===== src/rtl/core/cbm_pkg.sv =====
`timescale 1ns / 1ps
`default_nettype none

package cbm_pkg;

	localparam logic CMD_WRITE = 1'b0;
	localparam logic CMD_TICK  = 1'b1;

	localparam logic [15:0] ADDR_CHR_FIRST = 16'hB000;
	localparam logic [15:0] ADDR_CHR_LAST  = 16'hE00C;
	localparam logic [15:0] ADDR_PRG0      = 16'h8010;
	localparam logic [15:0] ADDR_PRG1      = 16'hA010;
	localparam logic [15:0] ADDR_MIRROR    = 16'h9400;
	localparam logic [15:0] ADDR_IRQ_LO    = 16'hF000;
	localparam logic [15:0] ADDR_IRQ_HI    = 16'hF004;
	localparam logic [15:0] ADDR_IRQ_CTL   = 16'hF008;

	localparam logic [7:0] CHR_LOCK_CLR = 8'hC8;
	localparam logic [7:0] CHR_LOCK_SET = 8'h88;
	localparam logic [7:0] CHR_RAM_PG0  = 8'h04;
	localparam logic [7:0] CHR_RAM_PG1  = 8'h05;

	localparam logic [10:0] DOTS_PER_LINE = 11'd341;
	localparam int          IRQ_FIRE_BIT  = 8;

	typedef enum logic [1:0] {
		IRQ_OP_TICK,
		IRQ_OP_LATCH_LO,
		IRQ_OP_LATCH_HI,
		IRQ_OP_CTRL
	} irq_op_t;

	typedef struct packed {
		logic    start;
		irq_op_t op;
		logic [7:0] arg;
	} irq_req_t;

	typedef struct packed {
		logic done;
		logic pending;
	} irq_stat_t;

endpackage

`default_nettype wire


===== src/rtl/core/cbm_irq.sv =====
`timescale 1ns / 1ps
`default_nettype none

module cbm_irq
	import cbm_pkg::*;
(
	input  wire logic      clk,
	input  wire logic      arst_n,
	input  wire irq_req_t  req,
	output irq_stat_t      stat
);

	typedef enum logic [0:0] {
		S_IDLE,
		S_SUB
	} state_t;

	state_t      state_q;
	logic [10:0] acc_q;
	logic [8:0]  dot_q;
	logic [12:0] cnt_q;
	logic [11:0] latch_q;
	logic        en_q;
	logic        pend_q;
	logic        done_q;

	logic [12:0] cnt_inc;
	logic [10:0] acc_add;

	assign cnt_inc = cnt_q + 13'd1;
	// dots = accumulator + 3 * cycles
	assign acc_add = {2'b00, dot_q} + {2'b00, req.arg, 1'b0} + {3'b000, req.arg};

	always_ff @(posedge clk or negedge arst_n) begin
		if (!arst_n) begin
			state_q <= S_IDLE;
			acc_q   <= '0;
			dot_q   <= '0;
			cnt_q   <= '0;
			latch_q <= '0;
			en_q    <= 1'b0;
			pend_q  <= 1'b0;
			done_q  <= 1'b0;
		end else begin
			done_q <= 1'b0;
			unique case (state_q)
				S_IDLE: begin
					if (req.start) begin
						unique case (req.op)
							IRQ_OP_TICK: begin
								if (en_q) begin
									acc_q   <= acc_add;
									state_q <= S_SUB;
								end else begin
									done_q <= 1'b1;
								end
							end
							IRQ_OP_LATCH_LO: begin
								pend_q  <= 1'b0;
								latch_q <= {4'h0, latch_q[7:4], req.arg[3:0]};
								done_q  <= 1'b1;
							end
							IRQ_OP_LATCH_HI: begin
								pend_q  <= 1'b0;
								latch_q <= {req.arg, latch_q[3:0]};
								done_q  <= 1'b1;
							end
							IRQ_OP_CTRL: begin
								pend_q <= 1'b0;
								dot_q  <= '0;
								cnt_q  <= {1'b0, latch_q};
								en_q   <= req.arg[1];
								done_q <= 1'b1;
							end
							default: begin
								done_q <= 1'b1;
							end
						endcase
					end
				end
				S_SUB: begin
					// one scanline per cycle
					if (acc_q >= DOTS_PER_LINE) begin
						acc_q <= acc_q - DOTS_PER_LINE;
						if (cnt_inc[IRQ_FIRE_BIT]) begin
							pend_q <= 1'b1;
							cnt_q  <= {1'b0, latch_q};
						end else begin
							cnt_q <= cnt_inc;
						end
					end else begin
						dot_q   <= acc_q[8:0];
						done_q  <= 1'b1;
						state_q <= S_IDLE;
					end
				end
				default: begin
					state_q <= S_IDLE;
				end
			endcase
		end
	end

	assign stat.done    = done_q;
	assign stat.pending = pend_q;

endmodule

`default_nettype wire


===== src/rtl/core/cbm_remap.sv =====
`timescale 1ns / 1ps
`default_nettype none

module cbm_remap
	import cbm_pkg::*;
#(
	parameter int CHR_SLOTS = 8,
	parameter int SLOT_W    = $clog2(CHR_SLOTS)
) (
	input  wire logic              clk,
	input  wire logic              arst_n,
	input  wire logic              start,
	output logic [SLOT_W-1:0]      idx,
	input  wire logic [7:0]        chr_lo,
	input  wire logic [3:0]        chr_hi,
	output logic                   done,
	input  wire logic [SLOT_W-1:0] rd_slot,
	output logic [11:0]            rd_page,
	output logic                   rd_ram
);

	localparam logic [SLOT_W-1:0] LAST_SLOT = SLOT_W'(CHR_SLOTS - 1);

	logic [SLOT_W-1:0] idx_q;
	logic              busy_q;
	logic              done_q;
	logic              lock_q;
	logic [11:0]       page_q [CHR_SLOTS];
	logic              ram_q  [CHR_SLOTS];

	logic              to_ram;

	assign to_ram = ((chr_lo == CHR_RAM_PG0) || (chr_lo == CHR_RAM_PG1)) && !lock_q;

	always_ff @(posedge clk or negedge arst_n) begin
		if (!arst_n) begin
			idx_q  <= '0;
			busy_q <= 1'b0;
			done_q <= 1'b0;
			lock_q <= 1'b0;
			for (int i = 0; i < CHR_SLOTS; i++) begin
				page_q[i] <= '0;
				ram_q[i]  <= 1'b0;
			end
		end else begin
			done_q <= 1'b0;
			if (busy_q) begin
				priority if (chr_lo == CHR_LOCK_CLR) begin
					lock_q <= 1'b0;
				end else if (chr_lo == CHR_LOCK_SET) begin
					lock_q <= 1'b1;
				end else if (to_ram) begin
					page_q[idx_q] <= {11'd0, chr_lo[0]};
					ram_q[idx_q]  <= 1'b1;
				end else begin
					page_q[idx_q] <= {chr_hi, chr_lo};
					ram_q[idx_q]  <= 1'b0;
				end
				if (idx_q == LAST_SLOT) begin
					busy_q <= 1'b0;
					done_q <= 1'b1;
					idx_q  <= '0;
				end else begin
					idx_q <= idx_q + SLOT_W'(1);
				end
			end else if (start) begin
				busy_q <= 1'b1;
				idx_q  <= '0;
			end
		end
	end

	assign idx     = idx_q;
	assign done    = done_q;
	assign rd_page = page_q[rd_slot];
	assign rd_ram  = ram_q[rd_slot];

endmodule

`default_nettype wire


===== src/rtl/core/cartridge_bank_mapper_irq.sv =====
`timescale 1ns / 1ps
`default_nettype none

// Cartridge bank mapper with scanline IRQ counter. Each input beat is either a
// CPU write (s_tuser = 0) or a tick of elapsed CPU time (s_tuser = 1), and
// produces exactly one result beat with the IRQ line, both PRG banks, the
// mirroring mode and the CHR mapping of the queried slot after the beat took
// effect. One beat is in flight at a time. A CHR, PRG or mirroring write
// starts a remap that walks the CHR slots one per cycle. A tick subtracts one
// scanline of 341 dots per cycle while the IRQ counter is enabled; IRQ
// register writes also go through the IRQ block, writes to unmapped addresses
// straight to the result. The next beat is taken while a result still waits
// on the master side. No clearing pass after reset.
module cartridge_bank_mapper_irq
	import cbm_pkg::*;
#(
	parameter int CHR_SLOTS = 8
) (
	input  wire logic        clk,
	input  wire logic        arst_n,
	input  wire logic        s_tvalid,
	output logic             s_tready,
	input  wire logic [39:0] s_tdata,  // address[15:0], data[23:16], cpu_cycles[31:24], chr_slot[34:32], zero
	input  wire logic        s_tuser,  // command
	output logic             m_tvalid,
	input  wire logic        m_tready,
	output logic [31:0]      m_tdata   // irq_line[0], prg_bank_first[8:1], prg_bank_second[16:9],
	                                   // mirroring[18:17], chr_page[30:19], chr_from_ram[31]
);

	localparam int SLOT_W = $clog2(CHR_SLOTS);

	typedef enum logic [1:0] {
		ST_IDLE,
		ST_WAIT_REMAP,
		ST_WAIT_IRQ,
		ST_DONE
	} state_t;

	state_t            state_q;
	logic [SLOT_W-1:0] slot_q;
	logic              m_tvalid_q;
	logic [31:0]       m_tdata_q;
	logic [7:0]        chr_lo_q [CHR_SLOTS];
	logic [3:0]        chr_hi_q [CHR_SLOTS];
	logic [7:0]        prg0_q;
	logic [7:0]        prg1_q;
	logic [1:0]        mirror_q;

	logic [15:0]       in_addr;
	logic [7:0]        in_data;
	logic [7:0]        in_cyc;
	logic [2:0]        in_slot;
	logic              accept;
	logic              is_wr;
	logic              hit_chr;
	logic              hit_prg0;
	logic              hit_prg1;
	logic              hit_mir;
	logic              hit_lo;
	logic              hit_hi;
	logic              hit_ctl;
	logic [15:0]       chr_sel;
	logic [SLOT_W-1:0] chr_idx;
	logic              remap_start;
	irq_req_t          irq_req;
	irq_stat_t         irq_stat;
	logic [SLOT_W-1:0] rm_idx;
	logic              rm_done;
	logic [11:0]       rd_page;
	logic              rd_ram;

	assign in_addr = s_tdata[15:0];
	assign in_data = s_tdata[23:16];
	assign in_cyc  = s_tdata[31:24];
	assign in_slot = s_tdata[34:32];

	assign s_tready = (state_q == ST_IDLE);
	assign accept   = s_tvalid && s_tready;
	assign is_wr    = (s_tuser == CMD_WRITE);

	assign hit_chr  = (in_addr >= ADDR_CHR_FIRST) && (in_addr <= ADDR_CHR_LAST);
	assign hit_prg0 = (in_addr == ADDR_PRG0);
	assign hit_prg1 = (in_addr == ADDR_PRG1);
	assign hit_mir  = (in_addr == ADDR_MIRROR);
	assign hit_lo   = (in_addr == ADDR_IRQ_LO);
	assign hit_hi   = (in_addr == ADDR_IRQ_HI);
	assign hit_ctl  = (in_addr == ADDR_IRQ_CTL);

	// CHR slot from address bits 3, 11, 12, 13, offset by two
	assign chr_sel = (((in_addr & 16'h0008) | (in_addr >> 8)) >> 3) + 16'd2;
	assign chr_idx = chr_sel[SLOT_W-1:0];

	assign remap_start = accept && is_wr && (hit_chr || hit_prg0 || hit_prg1 || hit_mir);

	always_comb begin
		irq_req.start = accept && (!is_wr || hit_lo || hit_hi || hit_ctl);
		irq_req.arg   = is_wr ? in_data : in_cyc;
		priority if (!is_wr) begin
			irq_req.op = IRQ_OP_TICK;
		end else if (hit_lo) begin
			irq_req.op = IRQ_OP_LATCH_LO;
		end else if (hit_hi) begin
			irq_req.op = IRQ_OP_LATCH_HI;
		end else begin
			irq_req.op = IRQ_OP_CTRL;
		end
	end

	cbm_irq u_irq (
		.clk    (clk),
		.arst_n (arst_n),
		.req    (irq_req),
		.stat   (irq_stat)
	);

	cbm_remap #(
		.CHR_SLOTS (CHR_SLOTS),
		.SLOT_W    (SLOT_W)
	) u_remap (
		.clk     (clk),
		.arst_n  (arst_n),
		.start   (remap_start),
		.idx     (rm_idx),
		.chr_lo  (chr_lo_q[rm_idx]),
		.chr_hi  (chr_hi_q[rm_idx]),
		.done    (rm_done),
		.rd_slot (slot_q),
		.rd_page (rd_page),
		.rd_ram  (rd_ram)
	);

	always_ff @(posedge clk or negedge arst_n) begin
		if (!arst_n) begin
			state_q    <= ST_IDLE;
			slot_q     <= '0;
			m_tvalid_q <= 1'b0;
			m_tdata_q  <= '0;
			prg0_q     <= '0;
			prg1_q     <= '0;
			mirror_q   <= '0;
			for (int i = 0; i < CHR_SLOTS; i++) begin
				chr_lo_q[i] <= '0;
				chr_hi_q[i] <= '0;
			end
		end else begin
			if (m_tvalid_q && m_tready && (state_q != ST_DONE)) begin
				m_tvalid_q <= 1'b0;
			end
			unique case (state_q)
				ST_IDLE: begin
					if (accept) begin
						slot_q <= in_slot[SLOT_W-1:0];
						if (irq_req.start) begin
							state_q <= ST_WAIT_IRQ;
						end else if (remap_start) begin
							state_q <= ST_WAIT_REMAP;
						end else begin
							state_q <= ST_DONE;
						end
						if (is_wr) begin
							priority if (hit_chr) begin
								if (!in_addr[2]) begin
									chr_lo_q[chr_idx][3:0] <= in_data[3:0];
								end else begin
									chr_lo_q[chr_idx][7:4] <= in_data[3:0];
									chr_hi_q[chr_idx]      <= in_data[7:4];
								end
							end else if (hit_prg0) begin
								prg0_q <= in_data;
							end else if (hit_prg1) begin
								prg1_q <= in_data;
							end else if (hit_mir) begin
								mirror_q <= in_data[1:0];
							end else begin
							end
						end
					end
				end
				ST_WAIT_REMAP: begin
					if (rm_done) begin
						state_q <= ST_DONE;
					end
				end
				ST_WAIT_IRQ: begin
					if (irq_stat.done) begin
						state_q <= ST_DONE;
					end
				end
				ST_DONE: begin
					if (!m_tvalid_q || m_tready) begin
						m_tvalid_q <= 1'b1;
						m_tdata_q  <= {rd_ram, rd_page, mirror_q, prg1_q, prg0_q,
						               irq_stat.pending};
						state_q    <= ST_IDLE;
					end
				end
				default: begin
					state_q <= ST_IDLE;
				end
			endcase
		end
	end

	assign m_tvalid = m_tvalid_q;
	assign m_tdata  = m_tdata_q;

endmodule

`default_nettype wire

===== config.mk =====
export PLATFORM = sky130hd
export DESIGN_NAME = cartridge_bank_mapper_irq
export DESIGN_NICKNAME = d
export VERILOG_FILES = /design/src/rtl/core/cbm_pkg.sv /design/src/rtl/core/cbm_irq.sv /design/src/rtl/core/cbm_remap.sv /design/src/rtl/core/cartridge_bank_mapper_irq.sv
export SDC_FILE = /design/constraint.sdc
export NUM_CORES = 1
export LEC_CHECK = 0
export BUFFER_PORTS_ARGS = -buffer_cell sky130_fd_sc_hd__buf_4
export CORE_MARGIN = 4
export CORE_UTILIZATION = 45
export DETAILED_ROUTE_END_ITERATION = 12
export GPL_TIMING_DRIVEN = 0
export PLACE_DENSITY_LB_ADDON = 0.3
export SYNTH_ARGS = -nofsm -noshare
export SYNTH_HDL_FRONTEND = slang
export SYNTH_SLANG_ARGS = --single-unit

===== constraint.sdc =====
create_clock -name clk -period 2.8 [get_ports clk]
set_input_delay 0.28 -clock clk [delete_from_list [all_inputs] [get_ports clk]]
set_output_delay 0.28 -clock clk [all_outputs]
set_load 0.005 [all_outputs]

* Yosys cells after proc, flatten, opt, wreduce, memory -nomap -nowiden
Cells that the tools add are included.
** Word-level totals
- Bits in registers :: 311
- Latch bits :: 0
- RAM bits :: 0
- ROM bits :: 0
- Input bits :: 45
- Output and inout bits :: 34
- Logic and storage cells :: 241
- Memories :: 0
** Operators by class
- $add $sub $neg :: 6
- Multiply operators :: 0
- Divide/modulo/power cells :: 0
- $lt $le $gt $ge :: 8
- Equality and inequality tests :: 30
- Shifts and indexed selects :: 0
- Muxes and demuxes :: 84
- Bitwise operators :: 16
- Reduce and logical (&&, ||, !) cells :: 44
** Operators with widths (number)
- bitwise mux 96 bit :: 2
- bitwise mux 64 bit :: 2
- equality test 16 bit (second input constant) :: 6
- 2-to-1 mux 96 bit :: 1
- 2-to-1 mux 64 bit :: 1
- 2-to-1 mux 13 bit :: 4
- demux 8 bit (select 3 bit) :: 2
- 2-to-1 mux 11 bit :: 4
- 2-to-1 mux 8 bit :: 5
- binary-select mux 12 bit (select 3 bit) :: 1
- demux 12 bit (select 3 bit) :: 1
- 2-to-1 mux 12 bit :: 3
- bitwise mux 32 bit :: 1
- 2-to-1 mux 9 bit :: 3
- case mux 13 bit (2 select lines) :: 1
- 2-to-1 mux 1 bit :: 25
- binary-select mux 8 bit (select 3 bit) :: 1
- case mux 12 bit (2 select lines) :: 1
- AND reduction 4 bit :: 6
- case mux 11 bit (2 select lines) :: 1
- inequality test 2 bit (second input constant) :: 9
- case mux 9 bit (2 select lines) :: 1
- equality test 8 x 3 -> 1 bit (second input constant) :: 2
- equality test 8 bit (second input constant) :: 2
- 41 further kinds :: 103

* Depth between registers and ports, before layout
- Depth in word-level cells :: 10
- Depth in mapped cells :: 17
- Gate-level depth less buffers :: 16

* By module
A second synthesis with hierarchy kept.
** Unflattened totals
- Cells, all modules :: 1121
- Area, all modules :: 15248.4 sq um
** Modules (own cells, without submodules)
- cartridge_bank_mapper_irq :: instances 1, cells each 461, area each 6876.6 sq um, sequential area each 3803.6 sq um
- cbm_remap :: instances 1, cells each 351, area each 5418.9 sq um, sequential area each 2752.6 sq um
- cbm_irq :: instances 1, cells each 309, area each 2952.8 sq um, sequential area each 1051.0 sq um

* Worst setup path after synthesis
OpenSTA, ideal clock, no wires.
- Path type :: input to register
- Start point :: input s_tuser
- End point :: register u_irq.acc_q[9]
- Library setup time :: 0.120 ns
- Arrival time :: 3.336 ns
- Data required time :: 2.680 ns
- Setup slack :: -0.656 ns
- Cell stages on the path :: 15
- Path buffers :: 2
- Path through :: clkbuf_1 clkbuf_1 mux2_2 ha_1 o21ai_0 a21boi_0 o21ai_0 nor2b_1 xnor2_1 ha_1 o21ai_0 a21oi_1 nor2_1 or3_1 a31o_2
** On the way
- Longest elaborated chain between the ends :: 7
- Elaborated cells between the ends (all ways) :: 16
- Classes of those cells :: 2 x add/sub; 2 x eq/ne; 6 x mux; 6 x reduce/logical
** Ends and longest elaborated chain
- start: declaration :: line cartridge_bank_mapper_irq.sv:24 : input wire logic s_tuser,
- 2-to-1 mux 8 bit :: line cartridge_bank_mapper_irq.sv:98 : irq_req.arg = is_wr ? in_data : in_cyc;
- adder 9 x 9 -> 10 bit :: line cbm_irq.sv:32 : assign acc_add = {2'b00, dot_q} + {2'b00, req.arg, 1'b0} + {3'b000, req.arg};
- adder 11 x 8 -> 11 bit :: line cbm_irq.sv:32
- 2-to-1 mux 11 bit :: line cbm_irq.sv:51 : if (en_q) begin
- 2-to-1 mux 11 bit :: line cbm_irq.sv:49 : unique case (req.op)
- 2-to-1 mux 11 bit :: line cbm_irq.sv:48 : if (req.start) begin
- case mux 11 bit (2 select lines) :: line cbm_irq.sv:46 : unique case (state_q)
- end signal: assignment :: line cbm_irq.sv:84 : acc_q <= acc_q - DOTS_PER_LINE;
- end: declaration :: line cbm_irq.sv:19 : logic [10:0] acc_q;
Several ways; a longest one is shown, not always the timed one. The select of a mux whose other input is x is not followed.
A chain may end at the register's enable or synchronous reset.

* Worst setup path after layout
- Start point :: register u_remap.idx_q[1], in the netlist u_remap.idx[1]
- End point :: register u_remap.page_q[25] (netlist name)
** On the way
- Longest elaborated chain between the ends :: 8
- Elaborated cells between the ends (all ways) :: 21
- Classes of those cells :: 2 x order compare; 4 x eq/ne; 8 x mux; 3 x bitwise; 4 x reduce/logical
** Ends and longest elaborated chain
- start: declaration :: line cbm_remap.sv:24 : logic [SLOT_W-1:0] idx_q;
- start signal: assignment :: line cbm_remap.sv:64 : idx_q <= idx_q + SLOT_W'(1);
- inverter 3 -> 4 bit (implied by the code) * :: line cbm_remap.sv:53, cbm_remap.sv:56, cartridge_bank_mapper_irq.sv:125
- binary-select mux 8 bit (select 3 bit) :: line cartridge_bank_mapper_irq.sv:125 : .chr_lo (chr_lo_q[rm_idx]),
- 2-to-1 mux 8 bit (implied by the code) (2 in a row) :: line cartridge_bank_mapper_irq.sv:125
- equality test 8 x 3 -> 1 bit :: line cbm_remap.sv:33 : assign to_ram = ((chr_lo == CHR_RAM_PG0) || (chr_lo == CHR_RAM_PG1)) && !lock_q;
- logical OR 1 bit :: line cbm_remap.sv:33
- logical AND 1 bit :: line cbm_remap.sv:33
- 2-to-1 mux 96 bit :: line cbm_remap.sv:52 : end else if (to_ram) begin
- end signal: indexed assignment :: line cbm_remap.sv:53 : page_q[idx_q] <= {11'd0, chr_lo[0]};
- end signal: indexed assignment :: line cbm_remap.sv:56 : page_q[idx_q] <= {chr_hi, chr_lo};
- end: declaration :: line cbm_remap.sv:28 : logic [11:0] page_q [CHR_SLOTS];
Every way passes the cells marked *; elsewhere a longest branch is shown, timed or not. The select of a mux whose other input is x is not followed.

==> results.toml <==
[route]
antenna_left = 0
remaining_drc_errors = 0
drt-total-wl_um = 39300
dr.pass1.iters = 6
wl_per_cell_um = 21.0
via_per_inst = 5.70
drt-initial-drc-count = 827
vias = 10600

[logic_synthesis]
synth_async_sr_flop_share = 1.00
ys_warn_count = 0
avgSynthCellArea_um2 = 11.8
syn-num-nets = 1328
synthFlopType = "dfrtp_1"
synth_cell_types = 75
synth_edf_count = 0
syn_area_um2 = 14800
netlist_instances = 1253
ys_seq_elements = 304
seq_area_frac_synth = 0.515

[sta]
finalSetupViolations = 91
clock.fmax_mhz = 334
fin_crit_sh = 1.07
grt_setup_unrepaired = "true"
finalClockSkew_ps = 23.6
relSlewSlack = 0.316
worst_pin_slew_ps = 1030
final.setup.tns_ps = -7210
fin_hold_ws_ps = 22.8
layout_setup_ws_ps = -196
hold_viol = 0
slew_viol_final = 0
period_minus_slack_ps = 3000

[grt]
grt_pass1_wl_um = 61800
gr-total-overflow = 0
grtUsageTotal = 0.217
grt_pass1_vias = 11000
grt_max_degree = 118
antenna_found_initial = 0

[clock_tree]
clockBufferDepth = 3
cts.sinks = 304
root_buffer = "clkbuf_16"
clkTransAtPathRegs_ps = 60
cts_buffers = 35
cts_tree = "done"
h-tree-depth = 2
insertion_delay_ps = 520

[finish]
final.fill_count = 2661
area_growth_pct = 25.3
drive_gt1_frac = 0.396
utilization = 0.570
n_antenna_cell = 0
nets = 1478

[critical_path]
worstSetupStartpointType = "flop"
crit_start = "u_remap.idx[1]"
crit_path_max_fanout = 8
rr_startpoint = "u_remap.idx[1]"
worst-setup-path-type = "reg2reg"
worst_ep_required_time_ps = 3210
worst_setup_path_end_kind = "flop"
worstPathArrival_ps = 3400

[floorplanning]
die_width_um = 189
ios = 79
initial_utilization = 0.455
die-area_um2 = 35800
core_um2 = 32500
rows = 66
fp.dieH_um = 189

[placement]
place.gp.congestion = 0.872
port_buffers = 70
dp_hpwl_um = 25600

[job]
cap_violations = 0

[run_status]
status = "finished with violations"
violations = "setup timing"

[power_and_ir_drop]
ir_worst_vdd_v = 0.000640
power.leakage_nw = 8.59
cellPowerDensity_nw_per_um2 = 881

[worst_hold_path]
hold_start = "s_tdata[23]"
hold_path.class = "in2reg"
-- per-stage QoR --
step / power [mW] / area (µm²) / worst slack [ps] / instances
floorplan: 9.00 / 14800 / -255 / 1253
global placement: 10.3 / 15900 / -1300 / 1765
detailed placement: 10.5 / 16000 / -968 / 1767
CTS: 15.9 / 18000 / -155 / 1860
global route: 17.2 / 18500 / -319 / 1867
finish: 16.3 / 18500 / -196 / 1867
-- registers in the layout, summed over array words and instances (netlist names), 2 cells and up, named ones only --
signal / count
chr_hi_q: 32
chr_lo_q: 64
m_tdata: 32
mirror_q: 2
prg0_q: 8
prg1_q: 8
slot_q: 3
state_q: 2
u_irq.acc_q: 11
u_irq.cnt_q: 9
u_irq.dot_q: 9
u_irq.latch_q: 9
u_remap.idx: 3
u_remap.page_q: 88
-- where the power goes --
part / total, mW / internal, mW / switching, mW
logic: 5.91 / 2.69 / 3.22
clock network: 4.75 / 2.95 / 1.81
registers: 5.64 / 5.11 / 0.525
-- worst max-delay path, cell delays in order (launching register included) --
cell	delay (ps)
dfrtp_1	390
buf_6	150
mux2_4	300
a221o_1	340
o2bb2ai_4	140
or4b_4	590
buf_8	180
o2111ai_4	270
buf_12	200
mux2_4	310
-- Yosys cell counts, types with 20 or more instances --
cell type / number / area [µm²]
a21oi_1: 23 / 115
buf_2: 20 / 100
clkbuf_1: 36 / 135
dfrtp_1: 304 / 7610
ha_1: 28 / 350
inv_1: 23 / 86.3
mux2_2: 186 / 2090
mux2i_1: 36 / 360
mux4_2: 30 / 676
nand2_1: 146 / 548
nor2_1: 46 / 173
o21ai_0: 121 / 606
-- final cells by class --
| type | instances | area, µm² | area share |
|---|---|---|---|
| Timing Repair Buffer | 119 | 1080 | 0.0586 |
| Clock buffer | 46 | 988 | 0.0534 |
| Multi-Input combinational cell | 850 | 7440 | 0.402 |
| Buffer | 68 | 517 | 0.0279 |
| Tap cell | 442 | 553 | 0.0299 |
| Sequential cell | 304 | 7610 | 0.411 |
| Inverter | 25 | 98.8 | 0.00534 |
| Clock inverter | 13 | 210 | 0.0114 |
-- final timing paths --
check,endpoint,slack [ps],cells past startpoint
min in group asynchronous,u_irq.cnt_q[5],420,2
max in group asynchronous,chr_lo_q[1],1340,3
worst max-delay path,u_remap.page_q[25],-200,9
worst min register to register,u_remap.page_q[22],470,2
worst min-delay path,prg1_q[7],20,2
worst max register to register,u_remap.page_q[25],-200,9
-- timing repair --
action | CTS | global route
setup endpoints to repair | 201 | 156
hold buffers | 6 | 0
gates cloned | 1 | 0
pin swaps | 32 | 45
resized for setup | 147 | 142
buffers inserted | 30 | 10
endpoints found under the hold margin | 102 | 0
-- cells in the final DEF, fill, tap and decap left out, types with 6 or more instances in the layout --
master and n:
a21oi_1 21, nor2_1 39, ha_1 25, nor2_2 14
o21ai_1 18, o21ai_4 6, and3_1 6, buf_4 96
dlygate4sd3_1 6, buf_12 6, a31oi_1 8, clkbuf_8 6
buf_6 17, o21ai_0 74, clkbuf_16 37, mux2_4 53
nor3_1 12, nand3b_1 10, nand3_1 7, mux2i_1 33
dfrtp_1 303, xnor2_1 7, o22ai_1 8, a21o_1 6
clkbuf_1 31, inv_1 21, nand2_2 15, buf_8 13
buf_1 6, mux2_2 146, o21ai_2 38, nand2_1 128
mux4_2 30, nand2b_1 15
-- cells by family (layout without fill, tap and decap cells) --
kind of cell	count (synthesis)	in the layout	synth area share
adders and majority gates	30	30	0.0265
AOI/OAI and AO/OA	239	239	0.0993
and+or+nand+nor	305	305	0.0993
xor gates and xnor gates	11	11	0.00653
DFF	304	304	0.515
muxes	265	265	0.222
buffers and inverters	99	271	0.0307
-- routing by layer --
metal | global-route usage | routed length, µm | part of all wire
met5 | 0 | 0 | 0
met3 | 0.0269 | 1660 | 0.042
met2 | 0.359 | 18900 | 0.48
met4 | 0.0653 | 1020 | 0.026
met1 | 0.301 | 17700 | 0.45
No activity file was read; power rests on OpenSTA's default activity.
